--- config.mk ---
export PLATFORM = sky130hd
export DESIGN_NAME = rrfb_blend
export DESIGN_NICKNAME = d
export VERILOG_FILES = /design/src/rtl/rgba_rect_fill_blend_engine_assert.svh /design/src/rtl/rrfb_pkg.sv /design/src/rtl/rrfb_blend.sv
export SDC_FILE = /design/constraint.sdc
export NUM_CORES = 1
export LEC_CHECK = 0
export BUFFER_PORTS_ARGS = -buffer_cell sky130_fd_sc_hd__buf_2
export CAP_MARGIN = 10
export CELL_PAD_IN_SITES_DETAIL_PLACEMENT = 1
export CELL_PAD_IN_SITES_GLOBAL_PLACEMENT = 1
export CORE_ASPECT_RATIO = 2
export CORE_UTILIZATION = 51
export DETAILED_ROUTE_END_ITERATION = 12
export PLACE_DENSITY = 0.82
export SLEW_MARGIN = 30
export SYNTH_ARGS = -nofsm -noshare
export SYNTH_HDL_FRONTEND = slang
export SYNTH_SLANG_ARGS = --single-unit
--- constraint.sdc ---
create_clock -name vclk -period 10.5
set_clock_uncertainty 0.2 [all_clocks]
set_input_delay 1.575 -clock vclk [all_inputs]
set_output_delay 1.575 -clock vclk [all_outputs]
set_load 0.02 [all_outputs]
--- src/rtl/rgba_rect_fill_blend_engine_assert.svh ---
// Assertion macros for the RGBA rectangle fill and blend engine.
// Each macro samples on the rising edge of clock and is disabled while reset is high.
`ifndef RGBA_RECT_FILL_BLEND_ENGINE_ASSERT_SVH
`define RGBA_RECT_FILL_BLEND_ENGINE_ASSERT_SVH

// Consequent must hold in the same cycle as the antecedent
`define RRFB_ASSERT_SAME(lbl, ante, cons, msg) \
   lbl: assert property (@(posedge clock) disable iff (reset) (ante) |-> (cons)) \
      else $error(msg);

// Consequent must hold in the cycle after the antecedent
`define RRFB_ASSERT_NEXT(lbl, ante, cons, msg) \
   lbl: assert property (@(posedge clock) disable iff (reset) (ante) |=> (cons)) \
      else $error(msg);

`endif

--- src/rtl/rrfb_pkg.sv ---
// Shared constants, command codes and control structs of the fill and blend engine.
// Used by the sequencer, blend and top-level RTL files; depends on nothing.
`default_nettype none

package rrfb_pkg;

   // Frame store geometry
   localparam int MAX_WIDTH  = 64;
   localparam int MAX_HEIGHT = 64;
   localparam int X_BITS     = (MAX_WIDTH > 1) ? $clog2(MAX_WIDTH) : 1;
   localparam int Y_BITS     = (MAX_HEIGHT > 1) ? $clog2(MAX_HEIGHT) : 1;
   localparam int XC_BITS    = $clog2(MAX_WIDTH + 1);
   localparam int YC_BITS    = $clog2(MAX_HEIGHT + 1);
   localparam int FB_DEPTH   = MAX_WIDTH * MAX_HEIGHT;
   localparam int ADDR_BITS  = (FB_DEPTH > 1) ? $clog2(FB_DEPTH) : 1;

   // Field widths
   localparam int PIXEL_BITS     = 32;
   localparam int CHAN_BITS      = 8;
   localparam int COORD_BITS     = 16;
   localparam int CMD_BITS       = 2;
   localparam int CSR_INDEX_BITS = 1;
   localparam int CSR_DATA_BITS  = 7;

   // Command codes
   localparam logic [CMD_BITS-1:0] CMD_CLEAR = 2'd0;
   localparam logic [CMD_BITS-1:0] CMD_FILL  = 2'd1;
   localparam logic [CMD_BITS-1:0] CMD_BLEND = 2'd2;
   localparam logic [CMD_BITS-1:0] CMD_READ  = 2'd3;

   // Register indexes and reset values
   localparam logic [CSR_INDEX_BITS-1:0] CSR_FRAME_WIDTH  = 1'b0;
   localparam logic [CSR_INDEX_BITS-1:0] CSR_FRAME_HEIGHT = 1'b1;
   localparam logic [CSR_DATA_BITS-1:0]  FRAME_RESET      = 7'd64;

   // Blend arithmetic
   localparam logic [CHAN_BITS-1:0] ALPHA_MAX   = 8'd255;
   localparam int                   BLEND_SHIFT = 8;

   // Frame store port controls from the sequencer
   typedef struct packed {
      logic                  rd_en;
      logic [ADDR_BITS-1:0]  rd_addr;
      logic                  wr_en;
      logic [ADDR_BITS-1:0]  wr_addr;
      logic                  blend;
      logic [PIXEL_BITS-1:0] fill_px;
   } ram_ctl_type;

   // Result handover from the sequencer
   typedef struct packed {
      logic load;
      logic in_frame;
   } res_ctl_type;

endpackage

`default_nettype wire

--- src/rtl/rrfb_blend.sv ---
// Per-channel alpha blend of a source colour over a stored pixel.
// Depends on rrfb_pkg for channel widths and the blend constants.
`default_nettype none

module rrfb_blend (
   input  wire logic [rrfb_pkg::PIXEL_BITS-1:0] src_px,
   input  wire logic [rrfb_pkg::PIXEL_BITS-1:0] dst_px,
   output logic      [rrfb_pkg::PIXEL_BITS-1:0] blend_px
);

   localparam int CB = rrfb_pkg::CHAN_BITS;
   localparam int NCH = rrfb_pkg::PIXEL_BITS / CB;
   localparam int PIXEL_TOP = rrfb_pkg::PIXEL_BITS - 1;

   logic [CB-1:0]   alpha;
   logic [CB-1:0]   inv_alpha;
   logic [2*CB:0]   sum [NCH];

   // Source alpha is both a channel and the weight
   assign alpha     = src_px[PIXEL_TOP -: CB];
   assign inv_alpha = rrfb_pkg::ALPHA_MAX - alpha;

   // Weighted sum per channel, keep the high byte
   always_comb begin
      for (int c = 0; c < NCH; c++) begin
         sum[c] = (2*CB+1)'((2*CB)'(src_px[c*CB +: CB]) * (2*CB)'(alpha))
                + (2*CB+1)'((2*CB)'(dst_px[c*CB +: CB]) * (2*CB)'(inv_alpha));
         blend_px[c*CB +: CB] = sum[c][rrfb_pkg::BLEND_SHIFT +: CB];
      end
   end

endmodule

`default_nettype wire

### After elaboration in Yosys (flattened, before gate mapping)

Index checks and enable logic that the tools add are counted.
Widths: inputs -> output; s select.

* memories: 0
* memory bits (read-only): 0
* output and inout bits: 32
* register bits: 0
* bits in latches: 0
* bits of input ports: 64
* word-level logic and storage cells: 13
* bits in writable memories: 0

* $add $sub $neg: 5
* shift-type cells: 0
* bitwise logic cells: 0
* reductions and logical operators: 0
* divide/modulo/power cells: 0
* equal/unequal tests: 0
* magnitude comparators: 0
* $mul: 8
* multiplexer cells: 0

Operator list (count)
* $mul 8x8->16: 8
* $add 16x16->16: 4
* $sub 8x8->8 const A: 1

### Logic depth before layout (Yosys ltp)

* depth after elaboration: 3
* depth in mapped cells: 21
* mapped depth without buffers: 20

### Worst setup path after synthesis

OpenSTA, ideal clock, no wires.

* kind: input-to-output
* from: input port src_px[28] in the netlist's numbering
* to: output port blend_px[31] in the netlist's numbering
* arrival time: 7.027 ns
* stages: 18
* required time: 8.725 ns
* path slack: 1.698 ns
* cell sequence: clkbuf_1 clkbuf_1 nand2_1 fa_1 fa_1 inv_1 fa_1 fa_1 fa_1 inv_1 fa_1 inv_1 ha_1 a21oi_1 a31oi_1 a311oi_1 nor3_1 a211oi_1

* cells in the longest elaborated chain, start to end: 3

RTL lines
* start, declared: RTL line rrfb_blend.sv:6 `input wire logic [rrfb_pkg::PIXEL_BITS-1:0] src_px,`
* $sub 8x8->8: RTL line rrfb_blend.sv:21 `assign inv_alpha = rrfb_pkg::ALPHA_MAX - alpha;`
* $mul 8x8->16: RTL line rrfb_blend.sv:27 `+ (2*CB+1)'((2*CB)'(dst_px[c*CB +: CB]) * (2*CB)'(inv_alpha));`
* $add 16x16->16 *: RTL line rrfb_blend.sv:27
* end, declared: RTL line rrfb_blend.sv:8 `output logic [rrfb_pkg::PIXEL_BITS-1:0] blend_px`

Every way passes the cells marked *; elsewhere a longest branch is shown, timed or not.

### Worst setup path after layout

* from: input port src_px[27] in the netlist's numbering
* to: output port blend_px[31] in the netlist's numbering

Same word-level chain as after synthesis.

==> results.md <==
- Max Fclk: about 100 MHz
- Average footprint of a synthesized cell: around 9.0 um^2
- Adder-cell share of the synthesized area: 0.640
- Gates resized, CTS repair: 0
- Final period util: 0.913
- Max Cap Viol: 0
- Post-route setup TNS: 0 ns
- Antenna violations before repair: 2
- Setup repair after global routing missed its margin: false
- Count of endpoints failing hold in the final timing report: 0
- Post-CTS setup-driven buffer insertion count: 0
- Final GP Congestion: approximately 0.87
- Outcome: finished clean
- Layout clock buffers: 0
- Post-detailed-placement half-perimeter wirelength: ~38000 um
- Post-synthesis instance total: about 1.8k
- Classification of the worst setup path: in -> out
- Wire length of the first global-routing pass: a little over 70000 um
- Stage delay of the slowest cell on the critical path: 0.71 ns
- Max-slew violations: 0
- Simple logic cell fraction of the synthesized area: 0.174
- Number of buffers inserted by hold repair at cts: 0
- Area enclosed by the die boundary: 32700 um^2
- Highest-utilization routing layer at the global route stage: met2
- Area growth from synthesis to final layout: 5.87%
- Height of the die: between 200 and 300 um
- Cell row count: 92
- Setup crit end kind: output pin
- Setup-violating endpoint count in the final report: 0
- I/O pin count: 96
- Remaining antenna violation count after routing: 0
- Chain of cells forming the critical path: buf_2 -> clkinv_1 -> fa_1 -> fa_1 -> inv_1 -> fa_1 -> fa_1 -> fa_1 -> inv_1 -> fa_1 -> inv_1 -> ha_1 -> a21oi_1 -> a31oi_1 -> a311oi_1 -> nor3_1 -> a211oi_1 -> buf_2
- Hold path startpoint: src_px[23]
- Met3 Track Usage GR: 0.0183
- Total congestion overflow: 0
- Highest fanout seen on the critical path: 21
- Post-synthesis cell area: about 16000 um^2
- Width of the chip: roughly 130 um
- Hold WC Path Type: in -> out
- Via count: 12.1k
- GR Util met1: 0.268
- Share of post-route cells with drive strength above 1: 0.0620
- Worst Tran Pin Value: between 0.8 and 0.9 ns
- Average routed wire per standard cell: between 15 and 20 um
- Number of global-route vias before repair: 14.8k
- Distinct cell type count after synthesis: 39
- Worst Hold Path Cells: 6
- FF/Latch Area: 0 um^2
- Worst-case headroom to the max-slew limit: 0.405
- Critical path's most frequent cell: sky130_fd_sc_hd__fa_1
- Detailed-route DRC error count: 0
- Critical path data arrival time: 7.81 ns
- Total length of routed wires: 43500 um
- Core Box Area: roughly 31000 um^2
- Post-Synthesis Net Count: between 2k and 2.5k
- Number of warnings reported in the yosys synthesis log: 0
- Maximum number of pins on one net before global-route repair: 40
- Nature of the critical path startpoint: input pin
- Aggregate global-route resource usage: 0.286
- Main combinational cell family by area after synthesis: adder cells
- Initial DRC count: 305
- Fraction of synthesized area in multiplexers: 0
- M2 GR Usage: 0.592
- Initial cell density of the core: 0.518
- TritonRoute pass-1 iters: 4
- Count of nets after finishing: between 2k and 3k
- Number of vias per cell: between 5 and 6
- Layout sequential cell count: 0
- Portion of the post-synthesis area used by sequential elements: 0
- Synthesized-area fraction occupied by xor and xnor cells: 0.0237
- Complex-gate fraction of the synthesized area: 0.0291
- I/O Buffers: between 90 and 100
- Required time at the worst-slack endpoint: just under 9 ns
- Worst hold endpoint: blend_px[23]
- Slowest cell on the critical path: sky130_fd_sc_hd__fa_1
- Min cycle time layout: ~9.6 ns
cells in the final DEF, fill, tap and decap left out, types with 4 or more instances in the layout:
cell type                    n
sky130_fd_sc_hd__o21ai_0    14
sky130_fd_sc_hd__xnor2_1    32
sky130_fd_sc_hd__inv_1     522
sky130_fd_sc_hd__o21a_1      4
sky130_fd_sc_hd__buf_4      15
sky130_fd_sc_hd__fa_1      372
sky130_fd_sc_hd__buf_2      96
sky130_fd_sc_hd__xor2_1     12
sky130_fd_sc_hd__nand2b_1   61
sky130_fd_sc_hd__ha_1      237
sky130_fd_sc_hd__o31ai_1     4
sky130_fd_sc_hd__and2_1    122
sky130_fd_sc_hd__a21o_1      9
sky130_fd_sc_hd__a211oi_1    4
sky130_fd_sc_hd__nor2b_1   172
sky130_fd_sc_hd__nor2_1     12
sky130_fd_sc_hd__a21oi_1    24
sky130_fd_sc_hd__nand2_1   129
synth_stat cells (all sizes together), types with 2 or more instances:
master    n  area [um^2]
clkbuf   54          203
nor2     12         45.0
xnor2    32          280
nor3      2         10.0
nand3     3         15.0
a31oi     2         12.5
nand2b   61          382
fa      372         7450
a21o      9         67.6
nand4     3         18.8
inv     522         1960
a21oi    24          120
o21ai    14         70.1
o31ai     4         30.0
a211oi    5         42.5
buf       2         7.51
nor2b   172         1080
nand2   129          484
xor2     12          105
o21a      4         30.0
ha      237         2970
and2    122          763
o21bai    3         26.3
worst max-delay path: cells and delay by family:
| family | cells | cell delay (ns) |
|---|---|---|
| adder cells (fa/ha/maj) | 7 | 3.49 |
| buffers and inverters | 6 | 1.47 |
| AO/OA/AOI/OAI | 4 | 1.18 |
| AND/OR/NAND/NOR | 1 | 0.08 |
kinds of logic (layout without fill, tap and decap cells):
logic type	Yosys count	after routing
xor gates and xnor gates	44	44
AOI/OAI and AO/OA	73	73
other	0	1
and+or+nand+nor	509	509
buffers and inverters	579	636
adders and majority gates	609	609
metrics by stage:
step           hold WS [ns]  setup WS, ns  cells  cell area, um^2   util
2_1_floorplan          3.48          1.70   1814            16300      -
3_3_place_gp           3.76          1.06   2294            17200  0.548
3_5_place_dp           3.77         0.921   2294            17200  0.548
4_1_cts                3.78         0.901   2294            17200  0.548
5_1_grt                3.82         0.525   2294            17200  0.548
6_report               3.77         0.914   2295            17200  0.548
worst max-delay path by stage:
stage,endpoint,depth (start not counted),startpoint,slack [ns]
global placement,blend_px[31],18,src_px[27],1.06
CTS,blend_px[23],20,src_px[27],0.90
floorplan,blend_px[31],18,src_px[28],1.70
detailed placement,blend_px[31],18,src_px[27],0.92
finish,blend_px[31],18,src_px[27],0.91
global route,blend_px[31],18,src_px[27],0.53
cell type report:
class,instances,area [um^2]
fillers,3723,14200
well taps,423,529
inverters,523,1960
diodes,1,2.50
repair buffers,113,633
multi-input cells,1235,14100
routing by layer:
metal,wire length [um],up-vias,share of wire
met5,12,-,0.00028
met4,2620,2,0.060
met3,919,165,0.021
met2,26300,294,0.60
met1,13700,6349,0.31
li1,-,5333,-
