## config.mk

```make
export PLATFORM = sky130hd
export DESIGN_NAME = rrfb_ctrl
export DESIGN_NICKNAME = d
export VERILOG_FILES = /design/src/rtl/rgba_rect_fill_blend_engine_assert.svh /design/src/rtl/rrfb_pkg.sv /design/src/rtl/rrfb_ctrl.sv
export SDC_FILE = /design/constraint.sdc
export NUM_CORES = 1
export LEC_CHECK = 0
export BUFFER_PORTS_ARGS = -buffer_cell sky130_fd_sc_hd__buf_4
export CORE_MARGIN = 4
export CORE_UTILIZATION = 58
export CTS_CLUSTER_DIAMETER = 80
export DETAILED_ROUTE_END_ITERATION = 8
export PLACE_DENSITY = 0.93
export SYNTH_ARGS = -nofsm -noshare
export SYNTH_HDL_FRONTEND = slang
export SYNTH_SLANG_ARGS = --single-unit
export TNS_END_PERCENT = 1
```

## constraint.sdc

```tcl
create_clock -name clock -period 8.4 [get_ports clock]
set_input_delay 1.26 -clock clock [delete_from_list [all_inputs] [get_ports clock]]
set_output_delay 1.26 -clock clock [all_outputs]
set_load 0.01 [all_outputs]
```

## src/rtl/rgba_rect_fill_blend_engine_assert.svh

```systemverilog
// Assertion macros for the RGBA rectangle fill and blend engine.
// Each macro samples on the rising edge of clock and is disabled while reset is high.
`ifndef RGBA_RECT_FILL_BLEND_ENGINE_ASSERT_SVH
`define RGBA_RECT_FILL_BLEND_ENGINE_ASSERT_SVH

// Consequent must hold in the same cycle as the antecedent
`define RRFB_ASSERT_SAME(lbl, ante, cons, msg) \
   lbl: assert property (@(posedge clock) disable iff (reset) (ante) |-> (cons)) \
      else $error(msg);

// Consequent must hold in the cycle after the antecedent
`define RRFB_ASSERT_NEXT(lbl, ante, cons, msg) \
   lbl: assert property (@(posedge clock) disable iff (reset) (ante) |=> (cons)) \
      else $error(msg);

`endif

```

## src/rtl/rrfb_pkg.sv

```systemverilog
// Shared constants, command codes and control structs of the fill and blend engine.
// Used by the sequencer, blend and top-level RTL files; depends on nothing.
`default_nettype none

package rrfb_pkg;

   // Frame store geometry
   localparam int MAX_WIDTH  = 64;
   localparam int MAX_HEIGHT = 64;
   localparam int X_BITS     = (MAX_WIDTH > 1) ? $clog2(MAX_WIDTH) : 1;
   localparam int Y_BITS     = (MAX_HEIGHT > 1) ? $clog2(MAX_HEIGHT) : 1;
   localparam int XC_BITS    = $clog2(MAX_WIDTH + 1);
   localparam int YC_BITS    = $clog2(MAX_HEIGHT + 1);
   localparam int FB_DEPTH   = MAX_WIDTH * MAX_HEIGHT;
   localparam int ADDR_BITS  = (FB_DEPTH > 1) ? $clog2(FB_DEPTH) : 1;

   // Field widths
   localparam int PIXEL_BITS     = 32;
   localparam int CHAN_BITS      = 8;
   localparam int COORD_BITS     = 16;
   localparam int CMD_BITS       = 2;
   localparam int CSR_INDEX_BITS = 1;
   localparam int CSR_DATA_BITS  = 7;

   // Command codes
   localparam logic [CMD_BITS-1:0] CMD_CLEAR = 2'd0;
   localparam logic [CMD_BITS-1:0] CMD_FILL  = 2'd1;
   localparam logic [CMD_BITS-1:0] CMD_BLEND = 2'd2;
   localparam logic [CMD_BITS-1:0] CMD_READ  = 2'd3;

   // Register indexes and reset values
   localparam logic [CSR_INDEX_BITS-1:0] CSR_FRAME_WIDTH  = 1'b0;
   localparam logic [CSR_INDEX_BITS-1:0] CSR_FRAME_HEIGHT = 1'b1;
   localparam logic [CSR_DATA_BITS-1:0]  FRAME_RESET      = 7'd64;

   // Blend arithmetic
   localparam logic [CHAN_BITS-1:0] ALPHA_MAX   = 8'd255;
   localparam int                   BLEND_SHIFT = 8;

   // Frame store port controls from the sequencer
   typedef struct packed {
      logic                  rd_en;
      logic [ADDR_BITS-1:0]  rd_addr;
      logic                  wr_en;
      logic [ADDR_BITS-1:0]  wr_addr;
      logic                  blend;
      logic [PIXEL_BITS-1:0] fill_px;
   } ram_ctl_type;

   // Result handover from the sequencer
   typedef struct packed {
      logic load;
      logic in_frame;
   } res_ctl_type;

endpackage

`default_nettype wire

```

## src/rtl/rrfb_ctrl.sv

```systemverilog
// Command sequencer: configuration registers, clipping, pixel walk and the
// frame store clearing pass after reset. Depends on rrfb_pkg.
`default_nettype none

module rrfb_ctrl (
   input  wire logic                                  clock,
   input  wire logic                                  reset,
   input  wire logic                                  req_valid,
   output logic                                       req_ready,
   input  wire logic [rrfb_pkg::CMD_BITS-1:0]         req_command,
   input  wire logic signed [rrfb_pkg::COORD_BITS-1:0] req_pos_x,
   input  wire logic signed [rrfb_pkg::COORD_BITS-1:0] req_pos_y,
   input  wire logic signed [rrfb_pkg::COORD_BITS-1:0] req_rect_w,
   input  wire logic signed [rrfb_pkg::COORD_BITS-1:0] req_rect_h,
   input  wire logic [rrfb_pkg::CHAN_BITS-1:0]        req_color_red,
   input  wire logic [rrfb_pkg::CHAN_BITS-1:0]        req_color_green,
   input  wire logic [rrfb_pkg::CHAN_BITS-1:0]        req_color_blue,
   input  wire logic [rrfb_pkg::CHAN_BITS-1:0]        req_color_alpha,
   input  wire logic                                  csr_wr_en,
   input  wire logic [rrfb_pkg::CSR_INDEX_BITS-1:0]   csr_index,
   input  wire logic [rrfb_pkg::CSR_DATA_BITS-1:0]    csr_wdata,
   input  wire logic                                  rsp_free,
   output rrfb_pkg::ram_ctl_type                      ram_ctl,
   output rrfb_pkg::res_ctl_type                      res_ctl
);

   localparam int AB  = rrfb_pkg::ADDR_BITS;
   localparam int XB  = rrfb_pkg::X_BITS;
   localparam int YB  = rrfb_pkg::Y_BITS;
   localparam int XCB = rrfb_pkg::XC_BITS;
   localparam int YCB = rrfb_pkg::YC_BITS;
   localparam int DB  = rrfb_pkg::CSR_DATA_BITS;
   localparam int CW  = rrfb_pkg::COORD_BITS + 2;

   localparam logic [2:0] ST_INIT  = 3'd0;
   localparam logic [2:0] ST_IDLE  = 3'd1;
   localparam logic [2:0] ST_SETUP = 3'd2;
   localparam logic [2:0] ST_WALK  = 3'd3;
   localparam logic [2:0] ST_DRAIN = 3'd4;
   localparam logic [2:0] ST_RDATA = 3'd5;
   localparam logic [2:0] ST_RESP  = 3'd6;

   // Control registers
   logic [2:0]    state_ff, state_in;
   logic [AB-1:0] init_cnt_ff, init_cnt_in;
   logic          wr_valid_ff, wr_valid_in;
   logic [AB-1:0] wr_addr_ff, wr_addr_in;
   logic          blend_ff;
   logic [rrfb_pkg::PIXEL_BITS-1:0] fill_px_ff;
   logic [DB-1:0] fw_ff, fh_ff;

   // Command and walk registers
   logic [rrfb_pkg::CMD_BITS-1:0]          cmd_ff;
   logic signed [rrfb_pkg::COORD_BITS-1:0] x_ff, y_ff, w_ff, h_ff;
   logic [XB-1:0]  cx_ff, cx_in, x0_ff, x0_in;
   logic [YB-1:0]  cy_ff, cy_in;
   logic [XCB-1:0] x1_ff, x1_in;
   logic [YCB-1:0] y1_ff, y1_in;
   logic [AB-1:0]  row_base_ff, row_base_in;
   logic           in_frame_ff, in_frame_in;

   // Setup arithmetic
   logic [DB-1:0]        eff_w, eff_h;
   logic signed [CW-1:0] xs, ys, xe, ye, fws, fhs;
   logic signed [CW-1:0] x0s, y0s, x1s, y1s;
   logic                 read_hit, fill_empty, accept;
   logic [AB-1:0]        read_addr, walk_addr;
   logic                 last_col, last_row;

   assign accept    = req_valid && req_ready;
   assign req_ready = (state_ff == ST_IDLE);

   // Clip the rectangle to the visible frame
   always_comb begin
      eff_w = (32'(fw_ff) > 32'(rrfb_pkg::MAX_WIDTH))  ? DB'(rrfb_pkg::MAX_WIDTH)  : fw_ff;
      eff_h = (32'(fh_ff) > 32'(rrfb_pkg::MAX_HEIGHT)) ? DB'(rrfb_pkg::MAX_HEIGHT) : fh_ff;
      fws   = $signed(CW'(eff_w));
      fhs   = $signed(CW'(eff_h));
      xs    = CW'(x_ff);
      ys    = CW'(y_ff);
      xe    = xs + CW'(w_ff);
      ye    = ys + CW'(h_ff);
      if (cmd_ff == rrfb_pkg::CMD_CLEAR) begin
         x0s = '0;
         y0s = '0;
         x1s = fws;
         y1s = fhs;
      end else begin
         x0s = (xs > 0) ? xs : '0;
         y0s = (ys > 0) ? ys : '0;
         x1s = (xe < fws) ? xe : fws;
         y1s = (ye < fhs) ? ye : fhs;
      end
      fill_empty = (eff_w == '0) || (eff_h == '0)
                || ((cmd_ff != rrfb_pkg::CMD_CLEAR)
                    && ((w_ff <= 16'sd0) || (h_ff <= 16'sd0)
                        || ((cmd_ff == rrfb_pkg::CMD_BLEND) && (fill_px_ff[31:24] == '0))
                        || (x0s >= x1s) || (y0s >= y1s)));
      read_hit  = (xs >= 0) && (ys >= 0) && (xs < fws) && (ys < fhs);
      read_addr = AB'(AB'(y_ff[YB-1:0]) * AB'(rrfb_pkg::MAX_WIDTH)) + AB'(x_ff[XB-1:0]);
      walk_addr = row_base_ff + AB'(cx_ff);
      last_col  = ((XCB'(cx_ff) + XCB'(1)) == x1_ff);
      last_row  = ((YCB'(cy_ff) + YCB'(1)) == y1_ff);
   end

   // Sequencer next state
   always_comb begin
      state_in    = state_ff;
      init_cnt_in = init_cnt_ff;
      wr_valid_in = 1'b0;
      wr_addr_in  = wr_addr_ff;
      cx_in       = cx_ff;
      cy_in       = cy_ff;
      x0_in       = x0_ff;
      x1_in       = x1_ff;
      y1_in       = y1_ff;
      row_base_in = row_base_ff;
      in_frame_in = in_frame_ff;
      case (state_ff)
         ST_INIT: begin
            wr_valid_in = 1'b1;
            wr_addr_in  = init_cnt_ff;
            init_cnt_in = init_cnt_ff + AB'(1);
            if (init_cnt_ff == AB'(rrfb_pkg::FB_DEPTH - 1)) begin
               state_in = ST_IDLE;
            end
         end
         ST_IDLE: begin
            if (accept) begin
               state_in = ST_SETUP;
            end
         end
         ST_SETUP: begin
            if (cmd_ff == rrfb_pkg::CMD_READ) begin
               in_frame_in = read_hit;
               state_in    = read_hit ? ST_RDATA : ST_RESP;
            end else begin
               in_frame_in = 1'b0;
               if (fill_empty) begin
                  state_in = ST_RESP;
               end else begin
                  x0_in       = XB'(x0s);
                  cx_in       = XB'(x0s);
                  cy_in       = YB'(y0s);
                  x1_in       = XCB'(x1s);
                  y1_in       = YCB'(y1s);
                  row_base_in = AB'(AB'(YB'(y0s)) * AB'(rrfb_pkg::MAX_WIDTH));
                  state_in    = ST_WALK;
               end
            end
         end
         ST_WALK: begin
            // Issue one pixel; it is written back in the following cycle
            wr_valid_in = 1'b1;
            wr_addr_in  = walk_addr;
            if (last_col) begin
               cx_in = x0_ff;
               if (last_row) begin
                  state_in = ST_DRAIN;
               end else begin
                  cy_in       = cy_ff + YB'(1);
                  row_base_in = row_base_ff + AB'(rrfb_pkg::MAX_WIDTH);
               end
            end else begin
               cx_in = cx_ff + XB'(1);
            end
         end
         ST_DRAIN: begin
            state_in = ST_RESP;
         end
         ST_RDATA: begin
            state_in = ST_RESP;
         end
         ST_RESP: begin
            if (rsp_free) begin
               state_in = ST_IDLE;
            end
         end
         default: begin
            state_in = ST_IDLE;
         end
      endcase
   end

   // Control state
   always_ff @(posedge clock) begin
      if (reset) begin
         state_ff    <= ST_INIT;
         init_cnt_ff <= '0;
         wr_valid_ff <= 1'b0;
         blend_ff    <= 1'b0;
         fill_px_ff  <= '0;
         fw_ff       <= rrfb_pkg::FRAME_RESET;
         fh_ff       <= rrfb_pkg::FRAME_RESET;
      end else begin
         state_ff    <= state_in;
         init_cnt_ff <= init_cnt_in;
         wr_valid_ff <= wr_valid_in;
         if (accept) begin
            fill_px_ff <= {req_color_alpha, req_color_blue, req_color_green, req_color_red};
            blend_ff   <= (req_command == rrfb_pkg::CMD_BLEND)
                       && (req_color_alpha != rrfb_pkg::ALPHA_MAX);
         end
         if (csr_wr_en) begin
            case (csr_index)
               rrfb_pkg::CSR_FRAME_WIDTH:  fw_ff <= csr_wdata;
               rrfb_pkg::CSR_FRAME_HEIGHT: fh_ff <= csr_wdata;
               default: ;
            endcase
         end
      end
   end

   // Command fields and walk payload
   always_ff @(posedge clock) begin
      if (accept) begin
         cmd_ff <= req_command;
         x_ff   <= req_pos_x;
         y_ff   <= req_pos_y;
         w_ff   <= req_rect_w;
         h_ff   <= req_rect_h;
      end
      wr_addr_ff  <= wr_addr_in;
      cx_ff       <= cx_in;
      cy_ff       <= cy_in;
      x0_ff       <= x0_in;
      x1_ff       <= x1_in;
      y1_ff       <= y1_in;
      row_base_ff <= row_base_in;
      in_frame_ff <= in_frame_in;
   end

   // Frame store controls
   always_comb begin
      ram_ctl.rd_en   = ((state_ff == ST_SETUP) && (cmd_ff == rrfb_pkg::CMD_READ) && read_hit)
                     || ((state_ff == ST_WALK) && blend_ff);
      ram_ctl.rd_addr = (state_ff == ST_WALK) ? walk_addr : read_addr;
      ram_ctl.wr_en   = wr_valid_ff;
      ram_ctl.wr_addr = wr_addr_ff;
      ram_ctl.blend   = blend_ff;
      ram_ctl.fill_px = fill_px_ff;
   end

   // Hand the result over when the output slot is free
   assign res_ctl.load     = (state_ff == ST_RESP) && rsp_free;
   assign res_ctl.in_frame = in_frame_ff;

endmodule

`default_nettype wire

```

### Word-level counts from Yosys, hierarchy flattened

Cells that the tools add are included.

* add/subtract/negate cells: 10
* order comparisons: 14
* muxes and demuxes: 36
* bitwise gates (word level): 3
* reductions and logical operators: 34
* equality and inequality tests: 21

Operator list (count)
* 2-to-1 mux 18 bit: 8
* 2-to-1 mux 12 bit: 5
* case mux 12 bit (2 select lines): 2
* 2-to-1 mux 6 bit: 7
* greater-or-equal comparator 18 bit: 2
* adder 16 x 16 -> 17 bit: 2
* less-than comparator 17 x 8 -> 1 bit: 2
* greater-or-equal comparator 16 x 1 -> 1 bit (second input constant): 2
* > comparator 16 x 1 -> 1 bit (second input constant): 2
* less-or-equal comparator 16 x 1 -> 1 bit (second input constant): 2
* less-than comparator 16 x 8 -> 1 bit: 2
* adder 12 x 6 -> 12 bit: 2
* case mux 6 bit (2 select lines): 2
* 2-to-1 mux 3 bit: 7
* case mux 3 bit (6 select lines): 1
* adder 6 x 1 -> 7 bit (second input constant): 2
* equality test 7 bit: 2
* > comparator 7 bit (second input constant): 2
* logical NOT 7 bit: 2
* 2-to-1 mux 7 bit: 2
* inequality test 2 bit (second input constant): 7
* adder 12 x 1 -> 12 bit (second input constant): 1
* adder 12 x 7 -> 12 bit (second input constant): 1
* adder 6 x 1 -> 6 bit (second input constant): 2
* 20 further kinds: 49

* bits of input ports: 111
* output and inout bits: 62
* register bits after elaboration: 186

### Longest topological paths before layout

* word-level depth: 13
* mapped depth: 27
* depth with buffers taken out: 26

### Worst setup path before layout

OpenSTA, ideal clock, no wires.

* path type: register to register
* from: reg y_ff[0] in the netlist's numbering
* to: reg cy_ff[0], enable pin
* setup time: 0.385 ns
* stages on the path, launching flop included: 24
* clock period less this slack: 5.945 ns
* arrival: 5.560 ns
* setup slack: 2.455 ns
* path buffers: 1
* cells stage by stage: edfxtp_1 > ha_1 > inv_1 > fa_1 > nor2b_1 > o2111ai_1 > nand3b_1 > xor2_1 > ha_1 > or3_1 > a211oi_1 > nand4_1 > ha_1 > nor2_1 > clkbuf_1 > nand2_1 > ha_1 > a211oi_1 > mux2_1 > nand4_1 > or4_1 > nor4_1 > o211ai_1 > a21oi_1

* word-level cells in the longest chain between the ends: 10
* elaborated cells on any way between the ends: 13

RTL lines
* start, declared: RTL line rrfb_ctrl.sv:54 `logic signed [rrfb_pkg::COORD_BITS-1:0] x_ff, y_ff, w_ff, h_ff;`
* start signal, assigned: RTL line rrfb_ctrl.sv:219 `y_ff <= req_pos_y;`
* adder 16 x 16 -> 17 bit: RTL line rrfb_ctrl.sv:82 `ye = ys + CW'(h_ff);`
* less-than comparator 17 x 8 -> 1 bit: RTL line rrfb_ctrl.sv:92 `y1s = (ye < fhs) ? ye : fhs;`
* 2-to-1 mux 18 bit: RTL line rrfb_ctrl.sv:92
* 2-to-1 mux 18 bit: RTL line rrfb_ctrl.sv:83 `if (cmd_ff == rrfb_pkg::CMD_CLEAR) begin`
* greater-or-equal comparator 18 bit (*): RTL line rrfb_ctrl.sv:98 `|| (x0s >= x1s) || (y0s >= y1s)));`
* logical OR 1 bit (*): RTL line rrfb_ctrl.sv:98
* logical AND 1 bit (*): RTL line rrfb_ctrl.sv:96 `&& ((w_ff <= 16'sd0) || (h_ff <= 16'sd0)`
* logical OR 1 bit (*): RTL line rrfb_ctrl.sv:95 `|| ((cmd_ff != rrfb_pkg::CMD_CLEAR)`
* inequality test 2 bit (no line) (*)
* AND reduction 5 bit (no line) (*)
* end signal, assigned: RTL line rrfb_ctrl.sv:225 `cy_ff <= cy_in;`
* end, declared: RTL line rrfb_ctrl.sv:56 `logic [YB-1:0] cy_ff, cy_in;`

Mark *: on every way between the ends. The rest lies on a longest branch, timed or not.
A chain may end at the register's enable or synchronous reset.

### Worst setup path in the final report

* from: reg y_ff[0] in the netlist's numbering
* to: reg y1_ff[3], enable pin

* word-level cells in the longest chain between the ends: 10
* elaborated cells on any way between the ends: 13

RTL lines
* adder 16 x 16 -> 17 bit: RTL line rrfb_ctrl.sv:82
* less-than comparator 17 x 8 -> 1 bit: RTL line rrfb_ctrl.sv:92
* 2-to-1 mux 18 bit: RTL line rrfb_ctrl.sv:92
* 2-to-1 mux 18 bit: RTL line rrfb_ctrl.sv:83
* greater-or-equal comparator 18 bit (*): RTL line rrfb_ctrl.sv:98
* logical OR 1 bit (*): RTL line rrfb_ctrl.sv:98
* logical AND 1 bit (*): RTL line rrfb_ctrl.sv:96
* logical OR 1 bit (*): RTL line rrfb_ctrl.sv:95
* NOT 1 bit (no line) (*)
* AND reduction 3 bit (no line) (*)
* end signal, assigned: RTL line rrfb_ctrl.sv:228 `y1_ff <= y1_in;`
* end, declared: RTL line rrfb_ctrl.sv:58 `logic [YCB-1:0] y1_ff, y1_in;`

Marks and branches as above.

==> results.py <==
metrics = {
    "cells_and_area": {
        "final_layout_size_suffix_gt1_share_pct": 17.6,
        "design.final.nets": 1494,
        "final.fill_count": 1279,
        "diodes": 0,
        "final-instance-count-excl-fill": 1527,
        "area_growth_syn_to_layout_pct": 19.0,
        "final_design_area_excluding_fillers_um2": 12600,
    },
    "worst_setup_path": {
        "critical_path_peak_fanout": 20,
        "arrival_time_of_data_at_the_critical_path_endpoint_ps": 7130,
        "critPathSlowestCell": "nor2_1",
        "max_stage_delay_ps": 860,
        "crit_path_end_kind": "flip-flop",
        "worst_path_dominant_cell_family": "simple AND/OR/NAND/NOR gates",
        "critical_path.most_common_cell": "ha_1",
        "worst_path_buffer_plus_inverter_count": 2,
        "worst_ep_required_time_ps": 8470,
        "criticalPathCategory": "flip-flop to flip-flop",
        "cp_cell_sequence": "ha_1 > inv_1 > fa_1 > nor2b_1 > o2111ai_1 > nand3b_1 > xor2_1 > ha_1 > or3_1 > a211oi_1 > nand4_1 > ha_1 > nor2_1 > a21boi_0 > ha_1 > a21o_1 > a31oi_1 > o22ai_1 > o311a_1 > nor4_1 > o211ai_1 > inv_1",
        "worst_setup_path_start_kind": "flip-flop",
    },
    "cts": {
        "clockBufferDepth": 2,
        "insertion_delay_ps": 450,
        "cts_repair_resize_count": 0,
        "cts.sink_count": 180,
        "cts_tree": "yes",
        "clock_tree.htree_level_count": 4,
        "num_cts_buffers": 17,
        "post_cts_buffers": 0,
        "cts_root_buffer": "clkbuf_16",
        "cts_hold_repair.buffers": 0,
        "clkTransAtPathRegs_ps": 70,
    },
    "die": {
        "initial_standard_cell_utilization_of_the_core_pct": 59.2,
        "floorplan.core_area_um2": 18000,
        "die_height_um": 143,
        "std_cell_rows": 49,
        "ioPinCount": 173,
        "design.die.area_um2": 20600,
        "chipWidth_um": 143,
    },
    "power_and_ir_drop": {
        "ir_drop_worst_vdd_mv": 0.155,
        "pwr_density_cell_nw_per_um2": 140,
        "total_leakage_power_nw": 5.17,
    },
    "drt": {
        "top_layer": "met4",
        "drt-met1-wl_mm": 11.1,
        "avgRoutedWirePerCell_um": 18.2,
        "met3WireLength_mm": 1.98,
        "drc": 0,
        "drt_iter0_drc": 863,
        "antenna_violating_nets_post_route": 0,
        "drt_first_pass_iters": 5,
        "count_of_vias_placed_by_the_detailed_router": 9256,
        "avgViaCountPerCell": 6.06,
        "final_wirelength_mm": 27.8,
        "wl_met2_mm": 13.7,
    },
    "sta": {
        "final-setup-viol-count": 0,
        "setup_repair_after_global_routing_missed_its_margin": "false",
        "fin_crit_ps": 7050,
        "report.final.hold_viol_count": 0,
        "period_share_pct": 83.9,
        "fin_worst_skew_ps": 9.56,
        "setup_total_negative_slack_ps": 0,
        "max_freq_ghz": 0.142,
        "timing.final.max_slew_violations": 0,
        "worst_slew_pin_slew_ps": 1120,
        "timing.max_slew.rel_slack_pct": 25.0,
    },
    "placed_design": {
        "place.detailed.hpwl_mm": 21.0,
        "placedInstanceArea_um2": 12100,
        "portBuffers": 172,
        "routabilityCongestion": 0.945,
        "place.detailed.instances": 1495,
    },
    "yosys": {
        "number_of_flip_flops_and_latches_in_the_synthesized_netlist": 180,
        "synth_enable_flop_cells": 117,
        "synth-async-reset-ratio_pct": 0,
        "synthesis.instances": 1121,
        "syn_area_um2": 10600,
        "ys_seq_area_share_pct": 44.9,
        "most_instantiated_flip_flop_cell_in_the_synthesis_netlist": "edfxtp_1",
        "yosysWarningCount": 0,
        "yosysUniqueCellTypes": 76,
        "post_synth.cell_area_avg_um2": 9.48,
    },
    "grt": {
        "globalRoute.totalOverflow": 0,
        "grt_util_all_layers_pct": 27.2,
        "grt_max_degree": 76,
        "grt_pass1_vias": 8995,
        "antenna_found_initial": 0,
        "grt_pass1_wl_mm": 44.4,
    },
    "min_path": {
        "hold_path.class": "flip-flop to flip-flop",
    },
    "flow_run": {
        "drv.max_cap_violation_count": 0,
    },
    "status": {
        "outcome": "finished clean",
    },
}
[sequential cells by signal, summed over array words and instances, names as in the netlist]
signal       count
cx_ff            6
fill_px_ff      32
h_ff            16
in_frame_ff      1
x_ff            16
y1_ff            7
cy_ff            6
wr_addr_ff      12
blend_ff         1
wr_valid_ff      1
x1_ff            7
fw_ff            7
row_base_ff      6
w_ff            16
state_ff         3
fh_ff            7
y_ff            16
init_cnt_ff     12
x0_ff            6
cmd_ff           2
[report_power, final]
part	switching, mW	internal (mW)	leakage, nW
clock	0.360	0.392	0.265
sequential	0.00604	0.943	1.60
combinational	0.0317	0.0450	3.30
total	0.397	1.38	5.17
[cells in the mapped netlist (6+ instances only)]
cell type | n | share of area [%]
nor3_1 | 25 | 1.2
nor2b_1 | 8 | 0.47
clkbuf_1 | 27 | 0.95
o211ai_1 | 10 | 0.71
or2_2 | 8 | 0.47
nand2_1 | 206 | 7.3
a21o_1 | 7 | 0.49
o21ai_1 | 9 | 0.42
inv_1 | 39 | 1.4
nand3_1 | 39 | 1.8
xnor2_1 | 24 | 2.0
ha_1 | 96 | 11
a21oi_1 | 79 | 3.7
nand4_1 | 14 | 0.82
nand2b_1 | 11 | 0.65
o21a_1 | 14 | 0.99
a211oi_1 | 10 | 0.71
nor2_1 | 72 | 2.5
dfxtp_1 | 63 | 12
edfxtp_1 | 117 | 33
a31oi_1 | 6 | 0.35
mux2i_1 | 15 | 1.4
xor2_1 | 27 | 2.2
nor4_1 | 20 | 1.2
or3_1 | 10 | 0.59
o21ai_0 | 43 | 2.0
and2_1 | 28 | 1.6
[through the flow]
step / power [mW] / hold slack, ps / setup slack (ps) / utilization, %
floorplan: 0.993 / 445 / 2460 / -
global placement: 1.04 / 442 / 1850 / 67.4
detailed placement: 1.04 / 447 / 1500 / 67.4
CTS: 1.78 / 456 / 1450 / 70.4
global route: 1.83 / 475 / 827 / 70.4
finish: 1.78 / 455 / 1350 / 70.4
[worst min-delay path, stage by stage, from the launching register on]
cell and delay [ps]:
dfxtp_1 310, nand2_1 50, a21oi_1 50
[layer usage]
| layer | up-vias | track usage (%) |
|---|---|---|
| met3 | 85 | 4.49 |
| li1 | 4389 | - |
| met1 | 4361 | 34.9 |
| met2 | 421 | 45.7 |
| met5 | - | 0 |
| met4 | 0 | 11.6 |
[layout make-up]
cell class	instances	area, µm²	area share, %
Multi-Input combinational cell	867	5550	43.9
Timing Repair Buffer	177	1330	10.5
Sequential cell	180	4770	37.8
Inverter	42	159	1.26
Tap cell	229	287	2.27
Clock buffer	20	447	3.53
Clock inverter	12	98.8	0.782
[cells by family after synthesis]
| kind of cell | count (synthesis) | share of synthesized area (%) |
|---|---|---|
| other | 1 | 0.0353 |
| AO/OA/AOI/OAI | 223 | 13.2 |
| flip-flops | 180 | 44.9 |
| AND/OR/NAND/NOR | 473 | 21.2 |
| multiplexers | 18 | 1.77 |
| adder cells (fa/ha/maj) | 98 | 11.7 |
| XOR/XNOR | 51 | 4.20 |
| buffers and inverters | 77 | 2.98 |
[cells in the final DEF, fill, tap and decap left out, types with 9 or more instances in the layout]
cell and n:
a211oi_1 10, o21ai_0 43, xnor2_1 24, nand2_1 206
clkbuf_16 17, inv_1 39, o21a_1 14, dfxtp_1 63
buf_4 177, edfxtp_1 117, nor3_1 25, mux2i_1 15
nand3_1 39, a21oi_1 79, or3_1 10, and2_1 28
nand4_1 14, nor2_1 71, nor4_1 20, ha_1 96
nand2b_1 11, xor2_1 27, o21ai_1 9, o211ai_1 10
[worst paths after layout]
| kind | endpoint | slack, ps | depth (start not counted) | from |
|---|---|---|---|---|
| worst max-delay path | y1_ff[3] | 1350 | 22 | y_ff[0] |
| worst min-delay path | fill_px_ff[21] | 460 | 2 | fill_px_ff[21] |
| worst max register to register | y1_ff[3] | 1350 | 22 | y_ff[0] |
| worst min register to register | fill_px_ff[21] | 460 | 2 | fill_px_ff[21] |
No activity file was read; power rests on OpenSTA's default activity.
